<file path="config.mk">
export PLATFORM = sky130hd
export DESIGN_NAME = cqfb_alu
export DESIGN_NICKNAME = d
export VERILOG_FILES = /design/src/rtl/cqfb_pkg.sv /design/src/rtl/cqfb_alu.sv
export SDC_FILE = /design/constraint.sdc
export NUM_CORES = 1
export LEC_CHECK = 0
export BUFFER_PORTS_ARGS = -buffer_cell sky130_fd_sc_hd__clkbuf_2
export CORE_MARGIN = 3
export CORE_UTILIZATION = 39
export CTS_CLUSTER_SIZE = 16
export DETAILED_ROUTE_END_ITERATION = 8
export GPL_TIMING_DRIVEN = 0
export PLACE_DENSITY_LB_ADDON = 0.12
export SYNTH_ARGS = -nofsm -noshare
export SYNTH_HDL_FRONTEND = slang
export SYNTH_SLANG_ARGS = --single-unit
</file>
<file path="constraint.sdc">
create_clock -name i_clk -period 15.7 [get_ports i_clk]
set_input_delay 1.57 -clock i_clk [delete_from_list [all_inputs] [get_ports i_clk]]
set_output_delay 1.57 -clock i_clk [all_outputs]
set_load 0.02 [all_outputs]
</file>
<file path="src/rtl/cqfb_pkg.sv">
`timescale 1ns / 1ps
// ----------------------------------------------------------------------------
// cqfb_pkg
// shared constants, types and codes for the coverage quad fill blend core
// ----------------------------------------------------------------------------
package cqfb_pkg;

    localparam int SUBPIXEL_BITS   = 4;
    localparam int CHANNEL_BITS    = 12;
    localparam int TILE_WIDTH_DEF  = 64;
    localparam int TILE_HEIGHT_DEF = 64;

    localparam int UNORM_BITS = 8;
    localparam int UNORM_MAX  = (1 << UNORM_BITS) - 1;
    localparam int CH_W       = CHANNEL_BITS;
    localparam logic [CH_W-1:0] CH_ONE = CH_W'((1 << CH_W) - 1);
    localparam int SUB_ONE    = 1 << SUBPIXEL_BITS;
    localparam int OVL_W      = SUBPIXEL_BITS + 1;
    localparam int COV_W      = 2 * SUBPIXEL_BITS + 1;
    localparam int ACC_W      = UNORM_BITS + 2 * SUBPIXEL_BITS + CHANNEL_BITS;
    localparam int Q_W        = CH_W + 1;
    localparam int SCALE_HALF = (UNORM_MAX << (2 * SUBPIXEL_BITS)) / 2;

    // action codes
    localparam logic [1:0] ACT_CLEAR = 2'd0;
    localparam logic [1:0] ACT_FILL  = 2'd1;
    localparam logic [1:0] ACT_READ  = 2'd2;
    // spare code, ignored
    localparam logic [1:0] ACT_SPARE = 2'd3;

    // register indexes
    localparam logic CFG_ACTIVE_WIDTH  = 1'b0;
    localparam logic CFG_ACTIVE_HEIGHT = 1'b1;

    // channel order in a pixel word
    localparam logic [1:0] CH_RED   = 2'd0;
    localparam logic [1:0] CH_BLUE  = 2'd2;
    localparam logic [1:0] CH_ALPHA = 2'd3;

    typedef logic [3:0][CH_W-1:0] t_pixel;

    localparam t_pixel CLEAR_PIXEL = {CH_ONE, {(3 * CH_W){1'b0}}};

    typedef enum logic [3:0] {
        ALU_IDLE,
        ALU_SRC_MUL,
        ALU_SRC_SCALE,
        ALU_BLEND_MUL,
        ALU_READ_MUL,
        ALU_QUOT_255,
        ALU_QUOT_ONE,
        ALU_CORR_255,
        ALU_CORR_ONE
    } t_alu_op;

    typedef struct packed {
        t_alu_op          op;
        logic [7:0]       colour;
        logic [COV_W-1:0] cov;
        logic [CH_W-1:0]  pix;
        logic [CH_W-1:0]  alpha;
    } t_alu_req;

    typedef enum logic [4:0] {
        ST_CLEAR,
        ST_IDLE,
        ST_ROW,
        ST_COL,
        ST_PIX_RD,
        ST_PIX_LOAD,
        ST_SRC_MUL,
        ST_SRC_SCALE,
        ST_SRC_QUOT,
        ST_SRC_CORR,
        ST_BLD_MUL,
        ST_BLD_QUOT,
        ST_BLD_CORR,
        ST_BLD_SUM,
        ST_PIX_WR,
        ST_RD_WAIT,
        ST_RD_MUL,
        ST_RD_QUOT,
        ST_RD_CORR,
        ST_RD_STORE,
        ST_RD_DONE
    } t_state;

endpackage

</file>
<file path="src/rtl/cqfb_alu.sv">
`timescale 1ns / 1ps
// ----------------------------------------------------------------------------
// cqfb_alu
// shared multiply and divide-by-constant unit, one step per cycle
// ----------------------------------------------------------------------------
module cqfb_alu
    import cqfb_pkg::*;
(
    input  logic           i_clk,
    input  t_alu_req       i_req,
    output logic [Q_W-1:0] o_quot
);

    logic [ACC_W-1:0]        r_acc, n_acc;
    logic [Q_W-1:0]          r_quot, n_quot;
    logic [ACC_W+UNORM_BITS:0] w_mul255;
    logic [ACC_W+CH_W:0]     w_mulone;
    logic [ACC_W-1:0]        w_q;
    logic [ACC_W-1:0]        w_rem255;
    logic [ACC_W-1:0]        w_remone;

    always_comb begin
        // reciprocal estimates, low by at most one
        w_mul255 = {{(UNORM_BITS + 1){1'b0}}, r_acc}
                 + ({{(UNORM_BITS + 1){1'b0}}, r_acc} << UNORM_BITS);
        w_mulone = {{(CH_W + 1){1'b0}}, r_acc} + ({{(CH_W + 1){1'b0}}, r_acc} << CH_W);
        w_q      = ACC_W'(r_quot);
        w_rem255 = r_acc - ((w_q << UNORM_BITS) - w_q);
        w_remone = r_acc - ((w_q << CH_W) - w_q);
        n_acc    = r_acc;
        n_quot   = r_quot;
        case (i_req.op)
            ALU_SRC_MUL: begin
                n_acc = ACC_W'(i_req.colour) * ACC_W'(i_req.cov);
            end
            ALU_SRC_SCALE: begin
                n_acc = ((r_acc << CH_W) - r_acc + ACC_W'(SCALE_HALF)) >> (2 * SUBPIXEL_BITS);
            end
            ALU_BLEND_MUL: begin
                n_acc = ACC_W'(i_req.pix) * ACC_W'(CH_ONE - i_req.alpha)
                      + ACC_W'(CH_ONE >> 1);
            end
            ALU_READ_MUL: begin
                n_acc = ACC_W'(i_req.pix) * ACC_W'(UNORM_MAX) + ACC_W'(CH_ONE >> 1);
            end
            ALU_QUOT_255: begin
                n_quot = Q_W'(w_mul255 >> (2 * UNORM_BITS));
            end
            ALU_QUOT_ONE: begin
                n_quot = Q_W'(w_mulone >> (2 * CH_W));
            end
            ALU_CORR_255: begin
                if (w_rem255 >= ACC_W'(UNORM_MAX)) begin
                    n_quot = r_quot + Q_W'(1);
                end
            end
            ALU_CORR_ONE: begin
                if (w_remone >= ACC_W'(CH_ONE)) begin
                    n_quot = r_quot + Q_W'(1);
                end
            end
            default: begin
            end
        endcase
    end

    always_ff @(posedge i_clk) begin
        r_acc  <= n_acc;
        r_quot <= n_quot;
    end

    assign o_quot = r_quot;

endmodule

</file>
==> impl_metrics.sql <==
INSERT INTO impl_metrics (metric_group, metric, value, unit) VALUES
('status', 'status', 'complete, no violations', ''),
('logic_synthesis', 'postSynthRegisterBits', '40', ''),
('grt', 'grt_use_total', '20.7', '%'),
('die', 'floorplan.core_area', '45800', 'sq um'),
('sta', 'setup_total_negative_slack', '0', 'ps'),
('critical_path', 'crit_path_cell_trace', 'clkbuf_2 -> clkbuf_1 -> inv_1 -> nor2_1 -> ha_1 -> inv_1 -> fa_1 -> fa_1 -> inv_1 -> fa_1 -> fa_1 -> inv_1 -> fa_1 -> inv_1 -> ha_1 -> a21o_1 -> a21o_1 -> o311a_1 -> a311oi_1 -> o21ai_1 -> a211oi_2 -> a21oi_1 -> xnor2_1 -> nor2_1', ''),
('logic_synthesis', 'yosysTopAreaCell', 'sky130_fd_sc_hd__fa_1', ''),
('sta', 'drv_slew', '0', ''),
('clocking', 'cts-buffers-inserted', '5', ''),
('die', 'boundaryPins', '59', ''),
('die', 'die-area', '49400', 'sq um'),
('cells_and_area', 'area_growth_syn_to_layout', '6.42', '%'),
('sta', 'slew_headroom', '30.0', '%'),
('placement', 'place.gp.congestion', '0.882', ''),
('critical_path', 'cp.required', '15720', 'ps'),
('cells_and_area', 'antenna-diode-count', '0', ''),
('placement', 'port_buffers', '54', ''),
('die', 'number_of_placement_rows', '78', ''),
('routing', 'drt_iter0_drc', '776', ''),
('clocking', 'cts-htree-levels', '2', ''),
('grt', 'grt_start_max_net_pins', '28', ''),
('critical_path', 'critical_path_type', 'in -> reg', ''),
('logic_synthesis', 'synthDistinctLibCells', '94', ''),
('logic_synthesis', 'synth-edff-count', '40', ''),
('critical_path', 'data_arrival_critical_path', '8300', 'ps'),
('job', 'maxCapViolCount', '0', ''),
('power_and_ir_drop', 'post-layout-total-power', '0.00418', 'W'),
('critical_path', 'critical_path.startpoint_type', 'input pin', ''),
('hold_path', 'hold_path_class', 'reg -> reg', ''),
('logic_synthesis', 'synth_cells', '2155', ''),
('logic_synthesis', 'synth-main-ff-cell', 'sky130_fd_sc_hd__edfxtp_1', ''),
('sta', 'finalClockSkew', '8.43', 'ps'),
('grt', 'grt_first_pass_wirelength', '83800', 'um'),
('sta', 'fmax', '121', 'MHz'),
('routing', 'drcViolationCount', '0', ''),
('clocking', 'clkSlewWorstSetupHoldPaths', '70', 'ps'),
('cells_and_area', 'fin_cells', '2816', ''),
('sta', 'finalHoldViolCount', '0', ''),
('sta', 'layout_worst_path_cycle_share', '52.7', '%'),
('logic_synthesis', 'ys_async_sr_fraction', '0', '%'),
('sta', 'post-route-min-period', '8270', 'ps'),
('logic_synthesis', 'synth_sequential_area_ratio', '6.59', '%'),
('sta', 'setup_repair_after_global_routing_missed_its_margin', 'no', ''),
('clocking', 'number_of_hold_buffers_added_after_cts', '0', ''),
('critical_path', 'timing.critical_path.fanout_max', '10', ''),
('placement', 'dp_cells', '2809', ''),
('cells_and_area', 'design.final.nets', '2757', ''),
('grt', 'antenna_violations_before_repair', '1', ''),
('routing', 'vias_per_cell', '5.42', ''),
('die', 'dieHeight', '222', 'um'),
('grt', 'grt_pass1_vias', '15800', ''),
('power_and_ir_drop', 'leakage', '9.23', 'nW'),
('die', 'initial_utilization', '39.8', '%'),
('sta', 'final.hold.worst_slack', '1010', 'ps'),
('logic_synthesis', 'postSynthNetCount', '2696', ''),
('clocking', 'cts-root-to-sink-buffers', '2', ''),
('grt', 'grt_overflow', '0', ''),
('clocking', 'clk_root_buffer_cell', 'sky130_fd_sc_hd__clkbuf_16', ''),
('critical_path', 'critical_path.endpoint_type', 'flop', ''),
('placement', 'post-dp-hpwl', '43500', 'um'),
('logic_synthesis', 'avgSynthCellArea', '8.46', 'sq um'),
('logic_synthesis', 'synthMostInstantiatedCell', 'sky130_fd_sc_hd__inv_1', ''),
('logic_synthesis', 'synth_warn', '0', ''),
('clocking', 'source_to_sink_clock_delay_at_the_later_pin_of_the_worst_skew_pair', '290', 'ps'),
('sta', 'worst_slew_pin_slew', '1040', 'ps'),
('cells_and_area', 'fillers', '4683', ''),
('cells_and_area', 'drive_above_1_share', '5.46', '%'),
('routing', 'wl', '51800', 'um'),
('routing', 'antenna_left', '0', ''),
('routing', 'drt-wirelength-per-cell', '18.4', 'um'),
('clocking', 'number_of_clock_sinks', '40', '');
==> area by class of cell <==
type                            count  area (sq um)  share of cell area, %
Multi-Input combinational cell   1743         15600                   80.6
Sequential cell                    40          1200                   6.19
Inverter                          316          1190                   6.11
Tap cell                          600           751                   3.87
Timing Repair Buffer               54           270                   1.39
Buffer                             56           224                   1.15
Clock buffer                        5           125                  0.645
Clock inverter                      2          12.5                 0.0645
==> worst paths after layout <==
kind	start	end	slack, ps	cells past startpoint
worst max-delay path	i_req[12]	r_acc[25]$_DFFE_PP_	7430	24
worst min-delay path	o_quot[0]$_DFFE_PP_	o_quot[0]$_DFFE_PP_	1010	1
worst max register to register	o_quot[8]$_DFFE_PP_	o_quot[8]$_DFFE_PP_	9440	22
worst min register to register	o_quot[0]$_DFFE_PP_	o_quot[0]$_DFFE_PP_	1010	1
==> kinds of logic after synthesis <==
family | Yosys count | synth area share, %
AO/OA/AOI/OAI | 446 | 17.4
XOR/XNOR | 153 | 7.35
adder cells (fa/ha/maj) | 495 | 42.2
buffers and inverters | 372 | 7.73
flip-flops | 40 | 6.59
multiplexers | 13 | 0.741
AND/OR/NAND/NOR | 636 | 17.9
==> power by group <==
part           total [W]  switching (W)  internal (W)
Sequential      0.000266      0.0000918      0.000174
Clock           0.000103      0.0000453     0.0000578
Combinational    0.00381        0.00222       0.00158
==> layer usage <==
layer  routed length [um]  track usage, %  share of wire [%]
met3                 1390            1.28                2.7
met1                23700            27.1                 46
met5                   10               0              0.019
met4                  961            4.38                1.9
met2                25800            37.7                 50
==> per-stage QoR <==
step | util, % | instance area, sq um | setup WS, ps
after global placement | 42.1 | 19300 | 7100
after detailed placement | 42.1 | 19300 | 7140
after floorplan | - | 18200 | 8290
after global routing | 42.4 | 19400 | 7100
final | 42.4 | 19400 | 7430
after CTS | 42.4 | 19400 | 7430
==> cells in the final DEF (no fill, tap or decap), types with 8 or more instances in the layout <==
cell,count
sky130_fd_sc_hd__a211oi_1,15
sky130_fd_sc_hd__a21oi_1,97
sky130_fd_sc_hd__nand3b_1,9
sky130_fd_sc_hd__ha_1,295
sky130_fd_sc_hd__nor2b_1,48
sky130_fd_sc_hd__edfxtp_1,40
sky130_fd_sc_hd__nand2_1,125
sky130_fd_sc_hd__xor2_1,60
sky130_fd_sc_hd__a21o_1,42
sky130_fd_sc_hd__and3_1,14
sky130_fd_sc_hd__clkbuf_2,54
sky130_fd_sc_hd__o211ai_1,9
sky130_fd_sc_hd__a22oi_1,14
sky130_fd_sc_hd__fa_1,200
sky130_fd_sc_hd__o2111ai_1,9
sky130_fd_sc_hd__o21ai_0,69
sky130_fd_sc_hd__o21bai_1,8
sky130_fd_sc_hd__inv_1,311
sky130_fd_sc_hd__nor2_1,154
sky130_fd_sc_hd__xnor2_1,93
sky130_fd_sc_hd__and2_1,44
sky130_fd_sc_hd__nand4_1,14
sky130_fd_sc_hd__o31ai_1,10
sky130_fd_sc_hd__o21ai_1,9
sky130_fd_sc_hd__or2_2,8
sky130_fd_sc_hd__o21a_1,26
sky130_fd_sc_hd__clkbuf_1,51
sky130_fd_sc_hd__a211o_1,8
sky130_fd_sc_hd__mux2i_1,9
sky130_fd_sc_hd__o22ai_1,15
sky130_fd_sc_hd__or3_1,14
sky130_fd_sc_hd__nand2b_1,94
sky130_fd_sc_hd__o221ai_1,14
sky130_fd_sc_hd__nand3_1,32
sky130_fd_sc_hd__a31oi_1,13
sky130_fd_sc_hd__nor3_1,47
==> worst max-delay path, delay by kind of cell <==
family | cells | cell delay, ps
xor+xnor | 1 | 140
fa+ha+maj | 7 | 3070
buf+inv | 7 | 1390
simple gates | 2 | 260
compound gates | 7 | 1850
==> state kept, by name (all words and copies together), names as in the netlist <==
name,count
o_quot,13
r_acc,27
No activity file was read; power rests on OpenSTA's default activity.
